--- config.mk ---
export PLATFORM = sky130hd
export DESIGN_NAME = alpha_ink_bounding_box
export DESIGN_NICKNAME = d
export VERILOG_FILES = /design/src/rtl/aibb_pkg.sv /design/src/rtl/alpha_ink_bounding_box.sv
export VERILOG_INCLUDE_DIRS = /design/src /design/src/rtl
export SDC_FILE = /design/constraint.sdc
export NUM_CORES = 1
export LEC_CHECK = 0
export BUFFER_PORTS_ARGS = -buffer_cell sky130_fd_sc_hd__clkbuf_2
export CORE_AREA = 5 5 154 156
export CTS_CLUSTER_DIAMETER = 80
export DETAILED_ROUTE_END_ITERATION = 7
export DIE_AREA = 0 0 159 161
export PLACE_DENSITY = 0.81
export SYNTH_ARGS = -nofsm -noshare
export SYNTH_HDL_FRONTEND = slang
export SYNTH_SLANG_ARGS = --single-unit
--- constraint.sdc ---
create_clock -name clk -period 7.5 [get_ports clk]
set_input_delay 0.375 -clock clk [delete_from_list [all_inputs] [get_ports clk]]
set_output_delay 0.375 -clock clk [all_outputs]
set_load 0.02 [all_outputs]
--- src/rtl/alpha_ink_bounding_box_macros.svh ---
// assertion macros for the alpha ink bounding box block
`ifndef ALPHA_INK_BOUNDING_BOX_MACROS_SVH
`define ALPHA_INK_BOUNDING_BOX_MACROS_SVH

`ifndef SYNTH

// condition that holds at every clock edge out of reset
`define AIBB_ASSERT_ALWAYS(label, clk, rst, expr) \
  label: assert property (@(posedge clk) disable iff (rst) (expr)) \
    else $error("aibb: invariant violated");

// implication checked in the same cycle
`define AIBB_ASSERT_SAME(label, clk, rst, ante, cons) \
  label: assert property (@(posedge clk) disable iff (rst) (ante) |-> (cons)) \
    else $error("aibb: same-cycle check failed");

// implication checked in the next cycle
`define AIBB_ASSERT_NEXT(label, clk, rst, ante, cons) \
  label: assert property (@(posedge clk) disable iff (rst) (ante) |=> (cons)) \
    else $error("aibb: next-cycle check failed");

`else

`define AIBB_ASSERT_ALWAYS(label, clk, rst, expr)
`define AIBB_ASSERT_SAME(label, clk, rst, ante, cons)
`define AIBB_ASSERT_NEXT(label, clk, rst, ante, cons)

`endif

`endif

--- src/rtl/aibb_pkg.sv ---
package aibb_pkg;

  // fixed field widths
  localparam int PIXEL_W   = 32;
  localparam int ALPHA_LSB = 24;
  localparam int ALPHA_W   = 8;
  localparam int DIM_W     = 13;
  localparam int COORD_W   = 12;
  localparam int COUNT_W   = 23;

  localparam logic [COUNT_W-1:0] COUNT_MAX = {COUNT_W{1'b1}};

  // result tdata: four coordinates and the count, padded to whole bytes
  localparam int OUT_RAW_W   = 4 * COORD_W + COUNT_W;
  localparam int OUT_TDATA_W = ((OUT_RAW_W + 7) / 8) * 8;

  // configuration register indexes
  localparam int CFG_IDX_W = 2;
  localparam logic [CFG_IDX_W-1:0] CFG_THRESHOLD = 2'd0;
  localparam logic [CFG_IDX_W-1:0] CFG_WIDTH     = 2'd1;
  localparam logic [CFG_IDX_W-1:0] CFG_HEIGHT    = 2'd2;

  // reset values and default frame limit
  localparam logic [ALPHA_W-1:0] THRESHOLD_RESET = '0;
  localparam logic [DIM_W-1:0]   DIM_RESET       = 13'd4096;
  localparam int                 MAX_DIM_DEFAULT = 4096;

endpackage

--- src/rtl/alpha_ink_bounding_box.sv ---
// Alpha ink bounding box over a raster pixel stream.
// Input: s_axis carries one 32-bit ARGB pixel per transfer in raster order;
// the block counts columns and rows itself against image_width/image_height.
// Pixels on even column and even row are examined; alpha above the threshold
// is ink, and its min/max column, row and count are kept for the frame.
// Output: one m_axis transfer per frame, registered when the frame's last
// pixel is taken; tuser is the has-ink flag, tdata the widened, clamped box
// and the ink count (all zero when the frame had no ink).
// Throughput: one pixel per clock; each pixel passes one rank of compare and
// select logic between the frame state and the result register.
// Stalls: only the last pixel of a frame waits on the receiver, and only
// while the previous result has not been taken; every other pixel is taken
// even when a result is pending.
// Configuration: cfg writes are always ready and do not restart the frame;
// unknown indexes are dropped. A dimension of zero acts as one, above MAX_DIM
// as MAX_DIM.
// Reset: synchronous, clears the frame state and output valid, and returns
// threshold to 0 and both dimensions to 4096.
`include "alpha_ink_bounding_box_macros.svh"

module alpha_ink_bounding_box #(
  parameter int MAX_DIM = aibb_pkg::MAX_DIM_DEFAULT
) (
  input  logic                              clk,
  input  logic                              rst,
  // configuration write channel
  input  logic                              cfg_valid,
  output logic                              cfg_ready,
  input  logic [aibb_pkg::CFG_IDX_W-1:0]    cfg_index,
  input  logic [aibb_pkg::DIM_W-1:0]        cfg_data,
  // pixel input
  input  logic                              s_axis_tvalid,
  output logic                              s_axis_tready,
  input  logic [aibb_pkg::PIXEL_W-1:0]      s_axis_tdata,   // pixel_word
  // frame result
  output logic                              m_axis_tvalid,
  input  logic                              m_axis_tready,
  // box_left, box_top, box_right, box_bottom, ink_count, zero padding
  output logic [aibb_pkg::OUT_TDATA_W-1:0]  m_axis_tdata,
  output logic                              m_axis_tuser    // has_ink
);

  import aibb_pkg::*;

  localparam int CW = (MAX_DIM > 1) ? $clog2(MAX_DIM) : 1;
  localparam logic [CW-1:0] DIM_LAST_MAX = CW'(MAX_DIM - 1);

  // configuration registers
  logic [ALPHA_W-1:0] ink_threshold;
  logic [DIM_W-1:0]   image_width;
  logic [DIM_W-1:0]   image_height;

  // frame state
  logic [CW-1:0]      column_counter;
  logic [CW-1:0]      row_counter;
  logic               seen_ink;
  logic [CW-1:0]      min_column;
  logic [CW-1:0]      min_row;
  logic [CW-1:0]      max_column;
  logic [CW-1:0]      max_row;
  logic [COUNT_W-1:0] hit_count;

  logic [CW-1:0]      width_last;
  logic [CW-1:0]      height_last;
  logic               row_end;
  logic               frame_end;
  logic               in_xfer;
  logic               examine;

  logic               seen_ink_next;
  logic [CW-1:0]      min_column_next;
  logic [CW-1:0]      min_row_next;
  logic [CW-1:0]      max_column_next;
  logic [CW-1:0]      max_row_next;
  logic [COUNT_W-1:0] hit_count_next;

  logic [CW:0]        right_ext;
  logic [CW:0]        bottom_ext;
  logic [CW-1:0]      left_val;
  logic [CW-1:0]      top_val;
  logic [CW-1:0]      right_val;
  logic [CW-1:0]      bottom_val;
  logic [OUT_RAW_W-1:0] result_raw;

  assign cfg_ready = 1'b1;

  // configuration writes
  always_ff @(posedge clk) begin
    if (rst) begin
      ink_threshold <= THRESHOLD_RESET;
      image_width   <= DIM_RESET;
      image_height  <= DIM_RESET;
    end else if (cfg_valid && cfg_ready) begin
      unique case (cfg_index)
        CFG_THRESHOLD: ink_threshold <= cfg_data[ALPHA_W-1:0];
        CFG_WIDTH:     image_width   <= cfg_data;
        CFG_HEIGHT:    image_height  <= cfg_data;
        default:       ;
      endcase
    end
  end

  // last column and row index after clamping the dimensions
  always_comb begin
    if (image_width == '0) begin
      width_last = '0;
    end else if (32'(image_width) > 32'(MAX_DIM)) begin
      width_last = DIM_LAST_MAX;
    end else begin
      width_last = CW'(image_width - 1'b1);
    end
    if (image_height == '0) begin
      height_last = '0;
    end else if (32'(image_height) > 32'(MAX_DIM)) begin
      height_last = DIM_LAST_MAX;
    end else begin
      height_last = CW'(image_height - 1'b1);
    end
  end

  assign row_end   = (column_counter >= width_last);
  assign frame_end = row_end && (row_counter >= height_last);

  // only the frame's last pixel waits for the result register to free up
  assign s_axis_tready = !m_axis_tvalid || m_axis_tready || !frame_end;
  assign in_xfer       = s_axis_tvalid && s_axis_tready;

  assign examine = !column_counter[0] && !row_counter[0] &&
                   (s_axis_tdata[ALPHA_LSB +: ALPHA_W] > ink_threshold);

  // box and count update for this pixel
  always_comb begin
    seen_ink_next   = seen_ink;
    min_column_next = min_column;
    min_row_next    = min_row;
    max_column_next = max_column;
    max_row_next    = max_row;
    hit_count_next  = hit_count;
    if (examine) begin
      seen_ink_next = 1'b1;
      if (!seen_ink) begin
        min_column_next = column_counter;
        max_column_next = column_counter;
        min_row_next    = row_counter;
        max_row_next    = row_counter;
      end else begin
        if (column_counter < min_column) min_column_next = column_counter;
        if (column_counter > max_column) max_column_next = column_counter;
        if (row_counter < min_row)       min_row_next    = row_counter;
        if (row_counter > max_row)       max_row_next    = row_counter;
      end
      if (hit_count != COUNT_MAX) hit_count_next = hit_count + 1'b1;
    end
  end

  // widened box, clamped to the image
  always_comb begin
    right_ext  = {1'b0, max_column_next} + 1'b1;
    bottom_ext = {1'b0, max_row_next} + 1'b1;
    left_val   = (min_column_next == '0) ? '0 : min_column_next - 1'b1;
    top_val    = (min_row_next == '0) ? '0 : min_row_next - 1'b1;
    right_val  = (right_ext > {1'b0, width_last}) ? width_last : right_ext[CW-1:0];
    bottom_val = (bottom_ext > {1'b0, height_last}) ? height_last : bottom_ext[CW-1:0];
    if (seen_ink_next) begin
      result_raw = {hit_count_next, COORD_W'(bottom_val), COORD_W'(right_val),
                    COORD_W'(top_val), COORD_W'(left_val)};
    end else begin
      result_raw = '0;
    end
  end

  // frame state
  always_ff @(posedge clk) begin
    if (rst) begin
      column_counter <= '0;
      row_counter    <= '0;
      seen_ink       <= 1'b0;
      min_column     <= '0;
      min_row        <= '0;
      max_column     <= '0;
      max_row        <= '0;
      hit_count      <= '0;
    end else if (in_xfer) begin
      if (frame_end) begin
        column_counter <= '0;
        row_counter    <= '0;
        seen_ink       <= 1'b0;
        min_column     <= '0;
        min_row        <= '0;
        max_column     <= '0;
        max_row        <= '0;
        hit_count      <= '0;
      end else begin
        if (row_end) begin
          column_counter <= '0;
          row_counter    <= row_counter + 1'b1;
        end else begin
          column_counter <= column_counter + 1'b1;
        end
        seen_ink   <= seen_ink_next;
        min_column <= min_column_next;
        min_row    <= min_row_next;
        max_column <= max_column_next;
        max_row    <= max_row_next;
        hit_count  <= hit_count_next;
      end
    end
  end

  // result register valid
  always_ff @(posedge clk) begin
    if (rst) begin
      m_axis_tvalid <= 1'b0;
    end else if (in_xfer && frame_end) begin
      m_axis_tvalid <= 1'b1;
    end else if (m_axis_tready) begin
      m_axis_tvalid <= 1'b0;
    end
  end

  // result payload
  always_ff @(posedge clk) begin
    if (in_xfer && frame_end) begin
      m_axis_tdata <= OUT_TDATA_W'(result_raw);
      m_axis_tuser <= seen_ink_next;
    end
  end

  // checks
  `AIBB_ASSERT_ALWAYS(a_count_matches_seen, clk, rst, seen_ink == (hit_count != '0))
  `AIBB_ASSERT_SAME(a_no_ink_zero_result, clk, rst, m_axis_tvalid && !m_axis_tuser,
                    m_axis_tdata == '0)
  `AIBB_ASSERT_NEXT(a_frame_end_gives_result, clk, rst, in_xfer && frame_end,
                    m_axis_tvalid)
  `AIBB_ASSERT_NEXT(a_frame_end_clears, clk, rst, in_xfer && frame_end,
                    column_counter == '0 && row_counter == '0 && !seen_ink)

endmodule

# Word-level counts from Yosys, hierarchy flattened
# Cells that the tools add are included.
[totals]
register_bits = 203
in_bits = 52
wordCells = 97
[classes]
n_addsub = 9
magnitude_cmp = 11
n_eq_ne = 3
mux = 33
n_bitwise = 1
reduce_logical = 24
[ops]
columns = ["op", "count"]
rows = [
  ["12-bit 2-to-1 mux", 26],
  ["23-bit 2-to-1 mux", 3],
  ["12-bit by 1-bit subtractor with 12-bit output, second input constant", 4],
  ["12-bit by 1-bit adder with 13-bit output, second input constant", 2],
  ["13-bit by 12-bit > comparator with 1-bit output", 2],
  ["13-bit > comparator, second input constant", 2],
  ["13-bit zero test", 2],
  ["12-bit by 1-bit adder with 12-bit output, second input constant", 2],
  ["12-bit >= comparator", 2],
  ["12-bit > comparator", 2],
  ["12-bit zero test", 2],
  ["12-bit < comparator", 2],
  ["23-bit by 1-bit adder with 23-bit output, second input constant", 1],
  ["23-bit != test, second input constant", 1],
  ["8-bit > comparator", 1],
  ["2-bit AND reduction", 4],
  ["1-bit logical AND", 5],
  ["1-bit zero test", 4],
  ["1-bit 2-to-1 mux", 4],
  ["2-bit nonzero test", 2],
  ["2-bit OR reduction", 2],
  ["2-bit by 1-bit equality test with 1-bit output, second input constant", 1],
  ["2-bit equality test, second input constant", 1],
  ["2-bit zero test", 1],
  ["other kinds (2)", 3],
]

# Longest topological paths before layout
# Gate-level depths: netlist of run 1.
[logic_depth]
ltp_word = 10
depth_mapped = 27
depth_no_buf = 23

# Worst setup path before layout of run 1
# OpenSTA, ideal clock, no wires.
[synth_timing]
path_type = "register -> register"
startpoint = "reg image_height[2]"
endpoint = "reg m_axis_tdata[0] (netlist bit), enable pin"
setup_time_ps = 426
t_arrival_ps = 4719
t_required_ps = 7074
path_slack_ps = 2355
path_stages_with_launch = 16
path_buffers = 2
synth_period_minus_slack_ps = 5145
path_cell_list = "dfxtp_1 nor4_2 nand3_1 or4_1 clkbuf_1 a21oi_1 a21oi_1 ha_1 nand2b_1 a21o_1 a211oi_1 o31ai_1 o211a_1 buf_2 nand3_1 inv_1"
[synth_via]
elab_chain_cells = 9
[synth_rtl]
columns = ["element", "line_no", "text"]
rows = [
  ["from (decl)", "alpha_ink_bounding_box.sv:51", "logic [DIM_W-1:0] image_height;"],
  ["from (signal assigned)", "alpha_ink_bounding_box.sv:97", "CFG_HEIGHT: image_height <= cfg_data;"],
  ["12-bit by 1-bit subtractor with 12-bit output / 13-bit > comparator (equally long branches)", "alpha_ink_bounding_box.sv:117, alpha_ink_bounding_box.sv:114", ""],
  ["12-bit 2-to-1 mux", "alpha_ink_bounding_box.sv:114", "end else if (32'(image_height) > 32'(MAX_DIM)) begin"],
  ["12-bit 2-to-1 mux (*)", "alpha_ink_bounding_box.sv:112", "if (image_height == '0) begin"],
  ["12-bit >= comparator (*)", "alpha_ink_bounding_box.sv:122", "assign frame_end = row_end && (row_counter >= height_last);"],
  ["1-bit logical AND (*)", "alpha_ink_bounding_box.sv:122", ""],
  ["1-bit zero test", "alpha_ink_bounding_box.sv:125", "assign s_axis_tready = !m_axis_tvalid || m_axis_tready || !frame_end;"],
  ["1-bit logical OR", "alpha_ink_bounding_box.sv:125", ""],
  ["1-bit logical AND", "alpha_ink_bounding_box.sv:126", "assign in_xfer = s_axis_tvalid && s_axis_tready;"],
  ["1-bit logical AND (*)", "alpha_ink_bounding_box.sv:223", "if (in_xfer && frame_end) begin"],
  ["to (signal assigned)", "alpha_ink_bounding_box.sv:224", "m_axis_tdata <= OUT_TDATA_W'(result_raw);"],
  ["to (decl)", "alpha_ink_bounding_box.sv:39", "output logic [aibb_pkg::OUT_TDATA_W-1:0] m_axis_tdata,"],
]
# Mark *: on every way between the ends. The rest lies on a longest branch, timed or not.
# A chain may end at the register's enable or synchronous reset.

# Worst setup path after layout of run 1
[layout_timing]
startpoint = "reg ink_threshold[7]"
endpoint = "reg m_axis_tdata[24] (netlist bit), data pin"
[layout_via]
elab_chain_cells = 6
[layout_rtl]
columns = ["element", "line_no", "text"]
rows = [
  ["from (decl)", "alpha_ink_bounding_box.sv:49", "logic [ALPHA_W-1:0] ink_threshold;"],
  ["from (signal assigned)", "alpha_ink_bounding_box.sv:95", "CFG_THRESHOLD: ink_threshold <= cfg_data[ALPHA_W-1:0];"],
  ["8-bit > comparator (*)", "alpha_ink_bounding_box.sv:129", "(s_axis_tdata[ALPHA_LSB +: ALPHA_W] > ink_threshold);"],
  ["1-bit logical AND (*)", "alpha_ink_bounding_box.sv:128", "assign examine = !column_counter[0] && !row_counter[0] &&"],
  ["12-bit 2-to-1 mux", "alpha_ink_bounding_box.sv:139", "if (examine) begin"],
  ["12-bit by 1-bit adder with 13-bit output", "alpha_ink_bounding_box.sv:158", "right_ext = {1'b0, max_column_next} + 1'b1;"],
  ["13-bit by 12-bit > comparator with 1-bit output", "alpha_ink_bounding_box.sv:162", "right_val = (right_ext > {1'b0, width_last}) ? width_last : right_ext[CW-1:0];"],
  ["12-bit 2-to-1 mux", "alpha_ink_bounding_box.sv:162", ""],
]
# Marks and branches as above.

==> results of run 1 <==
-- per-layer routing --
layer	GRT usage (%)	vias to the layer above
met5	0	-
met4	10.6	0
met3	3.70	106
met2	43.2	444
met1	32.6	5401
li1	-	5478
-- worst max-delay path: cells and delay by family (launching register included) --
| family | cells | cell delay [ps] |
|---|---|---|
| compound gates | 8 | 2540 |
| simple gates | 6 | 1930 |
| fa+ha+maj | 3 | 820 |
| flops | 1 | 310 |
| xor+xnor | 1 | 120 |
| mux | 1 | 110 |
| buf+inv | 1 | 50 |
-- cell type report --
cell class / count / share of cell area, %
inverter: 82 / 2.14
antenna: 1 / 0.0174
multi-input combinational: 1115 / 52.4
sequential: 203 / 33.2
clock inverter: 12 / 1.02
clock buffer: 29 / 4.43
timing repair buffer: 115 / 4.24
tap: 285 / 2.48
-- registers in the layout, summed over array words and instances (netlist names) --
signal	cells
m_axis_tdata	71
hit_count	23
image_height	13
image_width	13
column_counter	12
max_column	12
max_row	12
min_column	12
min_row	12
row_counter	12
ink_threshold	8
m_axis_tuser	1
m_axis_tvalid	1
seen_ink	1
-- power groups by stage --
stage / clock [uW] / combinational (uW) / sequential (uW)
2_1_floorplan: 0 / 251 / 1180
3_3_place_gp: 0 / 319 / 1190
3_5_place_dp: 0 / 328 / 1190
4_1_cts: 1180 / 330 / 1160
5_1_grt: 1220 / 369 / 1160
6_report: 1170 / 335 / 1160
-- per-stage QoR --
| step | hold slack (ps) | power [uW] | setup slack (ps) | cell area, um^2 |
|---|---|---|---|---|
| 4_1_cts | 71.7 | 2670 | 1490 | 14400 |
| 3_3_place_gp | 458 | 1510 | 1570 | 13600 |
| 3_5_place_dp | 460 | 1510 | 1430 | 13600 |
| 6_report | 90.8 | 2660 | 1390 | 14400 |
| 5_1_grt | 99.1 | 2760 | 904 | 14400 |
| 2_1_floorplan | 442 | 1430 | 2360 | 13000 |
-- worst paths after layout --
path | startpoint | end
setup / recovery | ink_threshold[7] | m_axis_tdata[24]
hold / removal | cfg_data[12] | image_height[12]
setup reg to reg | ink_threshold[7] | m_axis_tdata[24]
hold reg to reg | max_column[10] | max_column[10]
-- cells by family (layout without fill, tap and decap cells) --
group	count (synthesis)	after routing	synth area share (%)
XOR/XNOR	94	94	6.33
AO/OA/AOI/OAI	331	331	17.5
multiplexers	29	29	2.33
other	2	3	0.0577
flip-flops	203	203	36.8
AND/OR/NAND/NOR	546	546	20.9
adder cells (fa/ha/maj)	113	113	10.8
buffers and inverters	166	238	5.21
-- placed cells by master, fill, tap and decap left out, types with 54 or more instances in the layout --
master	synthesis	routed
nand2_1	127	127
nand3_1	54	54
inv_1	81	80
clkbuf_2	0	101
edfxtp_1	72	72
xnor2_1	72	72
dfxtp_1	131	131
ha_1	111	111
nor2_1	152	152
a21oi_1	108	108
==> impl_results.md, run 1 <==
* Largest net degree at the start of global routing at 65
* Die footprint at 0.0256 mm^2
* Finished Layout Cells at roughly 1800
* Share of layout cells above drive strength 1 at 11.8%
* Maximum VDD drop at 0.000135 V
* P_leak at 0.00600 uW
* Multi-input gate area at ~0.0075 mm^2
* Worst EP arrival at 6400 ps
* Setup crit end kind: flop
* Post-synth top area cell: dfxtp_1
* Slew Viols, Final at 0
* Max Clk Rate at 164 MHz
* Area contributors post-synth: dfxtp_1 20%, edfxtp_1 17%, ha_1 11%
* Syn_area_per_cell at between 8 and 9 um^2
* Most common cell in the netlist: nor2_1
* CTS Hold Bufs at 0
* Worst EP required at 7790 ps
* TritonCTS clock tree: built
* Seq/Total Area, Yosys at 36.8%
* Vias in the first global route at between 10000 and 15000
* Minimum clock period at 6110 ps
* First-pass GRT wire length at 55200 um
* Core area at approximately 0.022 mm^2
* Cell variety after synth at 84
* First-iteration detailed-routing DRC count at 926
* CTS Buf Count at 23
* Layout fillers at 1851
* Slew HR at between 10% and 20%
* Hold depth at 2
* Antenna Nets Post-Route at 0
* FF/Latch Area at approximately 0.0048 mm^2
* Seq cells post-synth at 203
* Top FF cell, synth: dfxtp_1
* Cells after DPL at 1800
* Clk pwr share at between 40% and 50%
* Met2 WL at 15800 um
* Sink Count at 203
* Fin. Hold Viols at 0
* Final GP Congestion at around 0.9
* Cells along the critical path: inv_1 -> ha_1 -> o21a_1 -> a21oi_1 -> a2111o_1 -> nor2b_2 -> nand2_1 -> and2_1 -> ha_1 -> and3_1 -> nand3_1 -> xnor2_1 -> mux2i_1 -> ha_1 -> a2111oi_0 -> o21ai_0 -> o31ai_1 -> o211a_1 -> nor2_1 -> a211oi_1
* Sw Ratio at 26.4%
* Reg power frac at around 44%
* Number of antenna violations at the first check in global routing at 1
* Crit-path max FO at 22
* Slew @ Worst Pin at 1240 ps
* Reg2reg setup slack at 1390 ps
* Die Height at 161 um
* RSZ-0062 raised after global routing: false
* Synth async-reset ratio at 0%
* Die width at 159 um
* Layout Utilization at 64.8%
* Worst hold path class: primary input to flop
* CTS root buffer: clkbuf_16
* Layout net count at around 1700
* R2R cell count at 20
* Post-Route Setup TNS at 0 ps
* Net Count, Synth at 1647
* Initial core utilization at 58.5%
* EDFF count, synth at 72
* Net Switching at 704 uW
* Crit start category: flop
* WL met3 at 2520 um
* GRT overflow at 0
* Post-cts sizing count at 0
* DR top layer: met4
* Cell count after synthesis at approximately 1500
* GRT Total Usage at roughly 25%
* Final worst-path cycle share at 81.4%
* Clk pin slew, worst setup/hold paths at around 60 ps
* Max-cap viol count at 0
* DRT met1 WL at 14000 um
* Postcts setup bufs at 0
* Most common cell on crit path: ha_1
* Largest stage delay on the critical path at 660 ps
* Number of remaining DRC errors at 0
* Synth Cell Area at 0.0130 mm^2
* Initial DRT Pass Iterations at 6
* Clk_lat worst skew at 510 ps
* Pwr dens at roughly 190 mW/mm^2
* CTS H-tree depth at 1
* Clock Path Buffers at 3
* Status: finished, final reports clean
* FP Rows at 55
* Hpwl dp at roughly 24000 um
* Setup Skew at around 17 ps
* Critical Path Slowest Stage Cell: nor2b_2
* Logic gate share of total power at between 10% and 20%
* Synth cell count leaders: 152 x nor2_1, 131 x dfxtp_1, 127 x nand2_1, 111 x ha_1, 108 x a21oi_1
* Via density at 6.20
* Synth top area share at 20.2%
* Via count at 11429
* Area grow syn2layout at 10.7%
* Drt total wl at roughly 34000 um
* Setup-failing EPs final at 0
* Port bufs at 101
* Kind of critical path: flop to flop
* I/O pin cnt at 128
* Int Pwr at 1960 uW
* Routed WL per cell at 18.3 um
* Synth warn at 0
Power figures use the tool's default switching activity.
==> inputs of run 2 (changes only) <==
--- a/config.mk
+++ b/config.mk
@@ -6,12 +6,13 @@
 export SDC_FILE = /design/constraint.sdc
 export NUM_CORES = 1
 export LEC_CHECK = 0
+export ABC_AREA = 1
 export BUFFER_PORTS_ARGS = -buffer_cell sky130_fd_sc_hd__clkbuf_2
-export CORE_AREA = 5 5 154 156
+export CORE_AREA = 5 5 164 166
 export CTS_CLUSTER_DIAMETER = 80
 export DETAILED_ROUTE_END_ITERATION = 7
-export DIE_AREA = 0 0 159 161
-export PLACE_DENSITY = 0.81
+export DIE_AREA = 0 0 169 171
+export PLACE_DENSITY = 0.78
 export SYNTH_ARGS = -nofsm -noshare
 export SYNTH_HDL_FRONTEND = slang
 export SYNTH_SLANG_ARGS = --single-unit
==> constraint.sdc (replaced) <==
create_clock -name clk -period 5.4 [get_ports clk]
set_input_delay 0.27 -clock clk [delete_from_list [all_inputs] [get_ports clk]]
set_output_delay 0.27 -clock clk [all_outputs]
set_load 0.02 [all_outputs]
==> impl_results.md, run 2 <==
* Net Count, Synth at 2064 (+25%)
* P_leak at 0.00666 uW (+11%)
* Post-Route Setup TNS at 0 ps (unchanged)
* Fin. Hold Viols at 0 (unchanged)
* Synth warn at 0 (unchanged)
* Hpwl dp at 24400 um (+2.0%)
* Met2 usage at 37.9% (-5.3 points)
* Slew @ Worst Pin at 1020 ps (-211 ps)
* Clk_lat worst skew at 530 ps (+20 ps)
* FP Rows at 59 (+7.3%)
* GRT Total Usage at 22.7% (-2.8 points)
* Cell count after synthesis at 1901 (+28%)
* Layout Utilization at 59.1% (-5.6 points)
* Post-cts sizing count at 0 (unchanged)
* EDFF count, synth at 72 (unchanged)
* Largest register FFs at 71 (unchanged)
* Number of remaining DRC errors at 0 (unchanged)
* Clk pin slew, worst setup/hold paths at 60 ps (about the same)
* Maximum VDD drop at 0.000211 V (+57%)
* Worst EP required at 5750 ps (-2040 ps)
* Most common cell on crit path: nand2_1
* Hold Slack at 35.7 ps (-55.1 ps)
* Largest stage delay on the critical path at 410 ps (-250 ps)
* RSZ-0062 raised after global routing: false
* Seq cells post-synth at 203 (unchanged)
* Crit-path max FO at 22 (unchanged)
* Slew HR at 31.1% (+14 points)
* Initial DRT Pass Iterations at 5 (-1)
* Status: finished, final reports clean
* Post-Synth Simple-Gate Area at 28.6% (+7.7 points)
* Largest net degree at the start of global routing at 84 (+29%)
* Antenna Nets Post-Route at 0 (unchanged)
* Layout net count at 2151 (+26%)
* TritonCTS clock tree: built
* Synth Area in XOR/XNOR at 3.49% (-2.8 points)
* CTS H-tree depth at 1 (unchanged)
* Post-synth top area cell: dfxtp_1
* Multiplexer share of the synthesized area at 0% (-2.3 points)
* Synth top area share at 19.3% (-0.82 points)
* Number of antenna violations at the first check in global routing at 0 (-1)
* Routed WL per cell at 14.2 um (-22%)
* Vias in the first global route at 11740 (+6.5%)
* Area grow syn2layout at 11.1%
* Worst EP arrival at 5210 ps (-1190 ps)
* Top FF cell, synth: dfxtp_1
* Max Clk Rate at 206 MHz (+26%)
* Setup-failing EPs final at 0 (unchanged)
* Worst hold path class: primary input to flop
* Via density at 5.32 (-14%)
* Synth async-reset ratio at 0% (unchanged)
* Port bufs at 101 (unchanged)
* Minimum clock period at 4860 ps (-1250 ps)
* Adder-cell share of the synthesized area at 10.2% (-0.59 points)
* Largest regs: m_axis_tdata: 71 flops, hit_count: 23 flops
* Slew Viols, Final at 0 (unchanged)
* Compound-Gate Fraction of Synth Area at 12.9% (-4.6 points)
* Setup crit end kind: flop
* GRT overflow at 0 (unchanged)
* Core area at 0.0255 mm^2 (+15%)
* Sink Count at 203 (unchanged)
* Most common cell in the netlist: nand2_1
* GR peak layer: met2
* Syn_area_per_cell at 7.13 um^2 (-19%)
* Crit start category: flop
* Die footprint at 0.0289 mm^2 (+13%)
* Seq/Total Area, Yosys at 35.3% (-1.5 points)
* Overall Power at 3900 uW (+46%)
* Area contributors post-synth: dfxtp_1 19%, edfxtp_1 16%, nand2_1 13%
* Kind of critical path: flop to flop
* Synth Cell Area at 0.0136 mm^2 (+4.3%)
* I/O pin cnt at 128 (unchanged)
* Critical Path Slowest Stage Cell: o21ai_0
* Clock Path Buffers at 3 (unchanged)
* Synth cell count leaders: 479 x nand2_1, 237 x inv_1, 186 x a21oi_1, 183 x nor2_1, 131 x dfxtp_1
* Die width at 169 um (+6.3%)
* Final worst-path cycle share at 89.9% (+8.5 points)
* Setup Skew at 23.2 ps (+6.17 ps)
* Largest reg by FF count: m_axis_tdata
* Cell variety after synth at 45 (-46%)
* Met1 GRT Util at 31.1% (-1.5 points)
* Initial core utilization at 53.2% (-5.3 points)
* Pwr dens at 259 mW/mm^2 (+40%)
* First-pass GRT wire length at 55600 um (+0.75%)
* Max-cap viol count at 0 (unchanged)
* Largest family of logic cells by synthesized area: simple AND/OR/NAND/NOR gates
* Number of diodes at 0 (-1)
* CTS Buf Count at 23 (unchanged)
* M3 GR Usage at 2.70% (-1.0 points)
* First-iteration detailed-routing DRC count at 860 (-7.1%)
* Die Height at 171 um (+6.2%)
* Via count at 12445 (+8.9%)
* CTS root buffer: clkbuf_16
* Commonest cells after routing, fill and taps aside: 478 x nand2_1, 236 x inv_1, 186 x a21oi_1, 183 x nor2_1, 131 x dfxtp_1
* Final GP Congestion at 0.941 (+2.1%)
* Share of layout cells above drive strength 1 at 11.5% (-0.29 points)
* Most common cell after layout, fill and taps aside: nand2_1
* Drt total wl at 33300 um (-1.4%)
[run 2: worst max-delay path, delay by kind of cell, from the launching register on]
family | cells | cell delay (ps)
and+or+nand+nor | 13 | 1790
buffers and inverters | 1 | 160
AOI/OAI and AO/OA | 7 | 1250
xor gates and xnor gates | 1 | 270
adders and majority gates | 3 | 930
DFF | 1 | 300
[run 2: area by class of cell]
type                            count  area (um^2)
Clock inverter                     11         73.8
Inverter                          246          925
Timing Repair Buffer              125          716
Sequential cell                   203         4780
Tap cell                          335          419
Clock buffer                       31          636
Multi-Input combinational cell   1389         7510
Fill cell                        2339        10400
[run 2: metal layers]
metal | vias to the layer above | routed length (um)
li1 | 6397 | -
met1 | 5684 | 15500
met2 | 297 | 15100
met3 | 67 | 1870
met4 | 0 | 828
met5 | - | 0
[run 2: path summary, 6_finish.rpt]
path                                startpoint               end  slack [ps]  cells after the start
worst max-delay path            row_counter[6]  m_axis_tdata[42]         540                     25
worst min-delay path               cfg_data[9]    image_width[9]          40                      3
worst max register to register  row_counter[6]  m_axis_tdata[42]         540                     25
worst min register to register      min_row[4]        min_row[4]         460                      2
[run 2: cell families after synthesis]
family | after synthesis
flip-flops | 203
buffers and inverters | 309
adder cells (fa/ha/maj) | 111
other | 2
AO/OA/AOI/OAI | 324
AND/OR/NAND/NOR | 898
XOR/XNOR | 54
[run 2: per-stage QoR]
stage | setup WS [ps] | cells | instance area [um^2]
floorplan | 784 | 1901 | 13600
global placement | 811 | 2296 | 14300
detailed placement | 643 | 2296 | 14300
CTS | 627 | 2340 | 15100
global route | 184 | 2340 | 15100
finish | 544 | 2340 | 15100
[run 2: repair_timing]
item                                   CTS  global route
endpoints found under the hold margin    3             0
hold buffers                             2             0
setup buffers                            0             0
[run 2: where the power goes]
group / total (uW) / switching, uW / internal [uW]
Clock: 1480 / 651 / 833
Combinational: 769 / 533 / 236
Sequential: 1650 / 24.1 / 1630
==> inputs of run 3 (changes only) <==
--- a/config.mk
+++ b/config.mk
@@ -6,12 +6,11 @@
 export SDC_FILE = /design/constraint.sdc
 export NUM_CORES = 1
 export LEC_CHECK = 0
-export ABC_AREA = 1
 export BUFFER_PORTS_ARGS = -buffer_cell sky130_fd_sc_hd__clkbuf_2
-export CORE_AREA = 5 5 164 166
+export CORE_AREA = 5 5 160 162
 export CTS_CLUSTER_DIAMETER = 80
 export DETAILED_ROUTE_END_ITERATION = 7
-export DIE_AREA = 0 0 169 171
+export DIE_AREA = 0 0 165 167
 export PLACE_DENSITY = 0.78
 export SYNTH_ARGS = -nofsm -noshare
 export SYNTH_HDL_FRONTEND = slang
==> impl_results.md, run 3 (synthesis results as in run 1) <==
* Status: finished, final reports clean
* Hold depth at 2 (-1)
* Max-cap viol count at 0 (unchanged)
* Postcts setup bufs at 0 (unchanged)
* CTS root buffer: clkbuf_16
* Port bufs at 101 (unchanged)
* Setup-failing EPs final at 0 (unchanged)
* Layout Utilization at 61.5% (+2.4 points)
* Cells along the critical path: inv_1 -> ha_1 -> a211o_1 -> a21oi_1 -> a2111o_1 -> nand2b_4 -> nor3b_4 -> mux2_1 -> ha_1 -> nand3_1 -> xnor2_1 -> mux2i_1 -> ha_1 -> a21o_1 -> a21oi_1 -> o2111ai_1 -> o21ai_0 -> o31a_1 -> o21ai_1 -> mux2i_1 -> nor2_1
* Slew HR at 25.3% (-5.8 points)
* Layout net count at 1743 (-19%)
* Worst EP required at 5640 ps (-110 ps)
* Number of diodes at 0 (unchanged)
* Initial DRT Pass Iterations at 5 (unchanged)
* Largest net degree at the start of global routing at 64 (-24%)
* FP Rows at 57 (-3.4%)
* Most common cell after layout, fill and taps aside: nor2_1
* Die footprint at 0.0276 mm^2 (-4.7%)
* Worst EP arrival at 5350 ps (+140 ps)
* Worst Hold Launch: cfg_data[12]
* Largest stage delay on the critical path at 450 ps (+40 ps)
* Via count at 11531 (-7.3%)
* Via density at 6.01 (+13%)
* First-pass GRT wire length at 56200 um (+1.0%)
* Hpwl dp at 25100 um (+2.9%)
* Initial core utilization at 54.3% (+1.0 points)
* Die Height at 167 um (-2.3%)
* Worst R2R End: m_axis_tdata[47]
* CP delay by family, top: compound AO/OA/AOI/OAI gates
* Share of layout cells above drive strength 1 at 14.0% (+2.6 points)
* Number of antenna violations at the first check in global routing at 0 (unchanged)
* CTS H-tree depth at 1 (unchanged)
* Vias in the first global route at 11054 (-5.8%)
* Max Clk Rate at 196 MHz (-4.9%)
* TritonCTS clock tree: built
* Number of remaining DRC errors at 0 (unchanged)
* RSZ-0062 raised after global routing: false
* Final GP Congestion at 0.979 (+4.1%)
* Largest regs: m_axis_tdata: 71 flops, hit_count: 23 flops
* Maximum VDD drop at 0.000231 V (+9.8%)
* Core area at 0.0240 mm^2 (-5.9%)
* Area grow syn2layout at 13.3%
* Crit-path max FO at 5 (-77%)
* I/O pin cnt at 128 (unchanged)
* Sink Count at 203 (unchanged)
* Post-cts sizing count at 0 (unchanged)
* Minimum clock period at 5100 ps (+249 ps)
* GRT Total Usage at 24.7% (+2.1 points)
* Slew Viols, Final at 0 (unchanged)
* Clk_lat worst skew at 510 ps (-20 ps)
* Crit start category: flop
* CTS Hold Bufs at 0 (-2)
* Clk pin slew, worst setup/hold paths at 60 ps (about the same)
* Final worst-path cycle share at 94.5% (+4.6 points)
* Commonest cells after routing, fill and taps aside: 152 x nor2_1, 131 x dfxtp_1, 127 x nand2_1, 110 x ha_1, 108 x a21oi_1
* Antenna Nets Post-Route at 0 (unchanged)
* Worst hold path class: primary input to flop
* Setup Skew at 13.6 ps (-9.57 ps)
* Worst r2r src: ink_threshold[5]
* Critical Path Slowest Stage Cell: a2111o_1
* GRT overflow at 0 (unchanged)
* Clock Path Buffers at 3 (unchanged)
* Reg2reg setup slack at 300 ps (-250 ps)
* Die width at 165 um (-2.4%)
* Most common cell on crit path: ha_1
* Bufs and invs on worst path at 1 (unchanged)
* P_leak at 0.00619 uW (-7.0%)
* Largest register FFs at 71 (unchanged)
* Routed WL per cell at 18.1 um (+27%)
* Fin. Hold Viols at 0 (unchanged)
* First-iteration detailed-routing DRC count at 920 (+7.0%)
* Pwr dens at 248 mW/mm^2 (-4.4%)
* CTS Buf Count at 23 (unchanged)
* Post-Route Setup TNS at 0 ps (unchanged)
* Drt total wl at 34700 um (+4.3%)
* Largest reg by FF count: m_axis_tdata
* Slew @ Worst Pin at 1120 ps (+96.8 ps)
* Kind of critical path: flop to flop
* Hold EP: image_width[12]
* Setup crit end kind: flop
* R2R cell count at 21 (-16%)
==> run 3: metal layers <==
layer	routed length [um]	vias to the layer above	share of wire, %	GRT usage [%]
li1	-	5554	-	-
met5	0	-	0	0
met2	15700	446	45	39.2
met1	15000	5445	43	33.8
met4	1220	0	3.5	9.44
met3	2760	86	7.9	3.88
==> run 3: worst register-to-register path: stages, from the launching register on <==
cell	delay, ps
dfxtp_1	310
inv_1	50
ha_1	290
a211o_1	120
a21oi_1	70
a2111o_1	450
nand2b_4	220
nor3b_4	330
mux2_1	400
ha_1	270
nand3_1	130
xnor2_1	80
mux2i_1	220
ha_1	290
a21o_1	180
a21oi_1	150
o2111ai_1	110
o21ai_0	360
o31a_1	200
o21ai_1	180
mux2i_1	350
nor2_1	80
==> run 3: layout make-up <==
| class | instances | area, um^2 |
|---|---|---|
| multi-input cells | 1115 | 7570 |
| repair buffers | 155 | 923 |
| clock buffers | 28 | 624 |
| clock inverters | 13 | 124 |
| inverters | 82 | 308 |
| fillers | 2050 | 9230 |
| well taps | 324 | 405 |
| flip-flops and latches | 203 | 4780 |
==> run 3: through the flow <==
stage | worst slack [ps] | hold WS (ps) | area (um^2) | power, uW | std cells
6_report | 295 | 19.7 | 14700 | 3650 | 1920
5_1_grt | 2.83 | 23.0 | 14700 | 3800 | 1920
4_1_cts | 382 | 2.13 | 14700 | 3670 | 1920
3_5_place_dp | 385 | 456 | 14000 | 2130 | 1879
3_3_place_gp | 471 | 457 | 14000 | 2110 | 1879
2_1_floorplan | 255 | 388 | 13000 | 1990 | 1484
==> run 3: power by group <==
group          internal, uW  leakage, uW  switching [uW]
clock network           918     0.000375             627
logic                   163      0.00400             331
registers              1600      0.00181            15.4
==> run 3: worst max path at each step <==
| stage | end | start | slack (ps) | cells after the start |
|---|---|---|---|---|
| after floorplan | m_axis_tdata[0] | image_height[2] | 260 | 15 |
| after global placement | m_axis_tdata[47] | s_axis_tdata[29] | 470 | 21 |
| after detailed placement | m_axis_tdata[47] | s_axis_tdata[29] | 380 | 21 |
| after CTS | m_axis_tdata[44] | ink_threshold[5] | 380 | 21 |
| after global routing | m_axis_tdata[35] | max_column[9] | 3 | 22 |
| final | m_axis_tdata[47] | ink_threshold[5] | 300 | 21 |
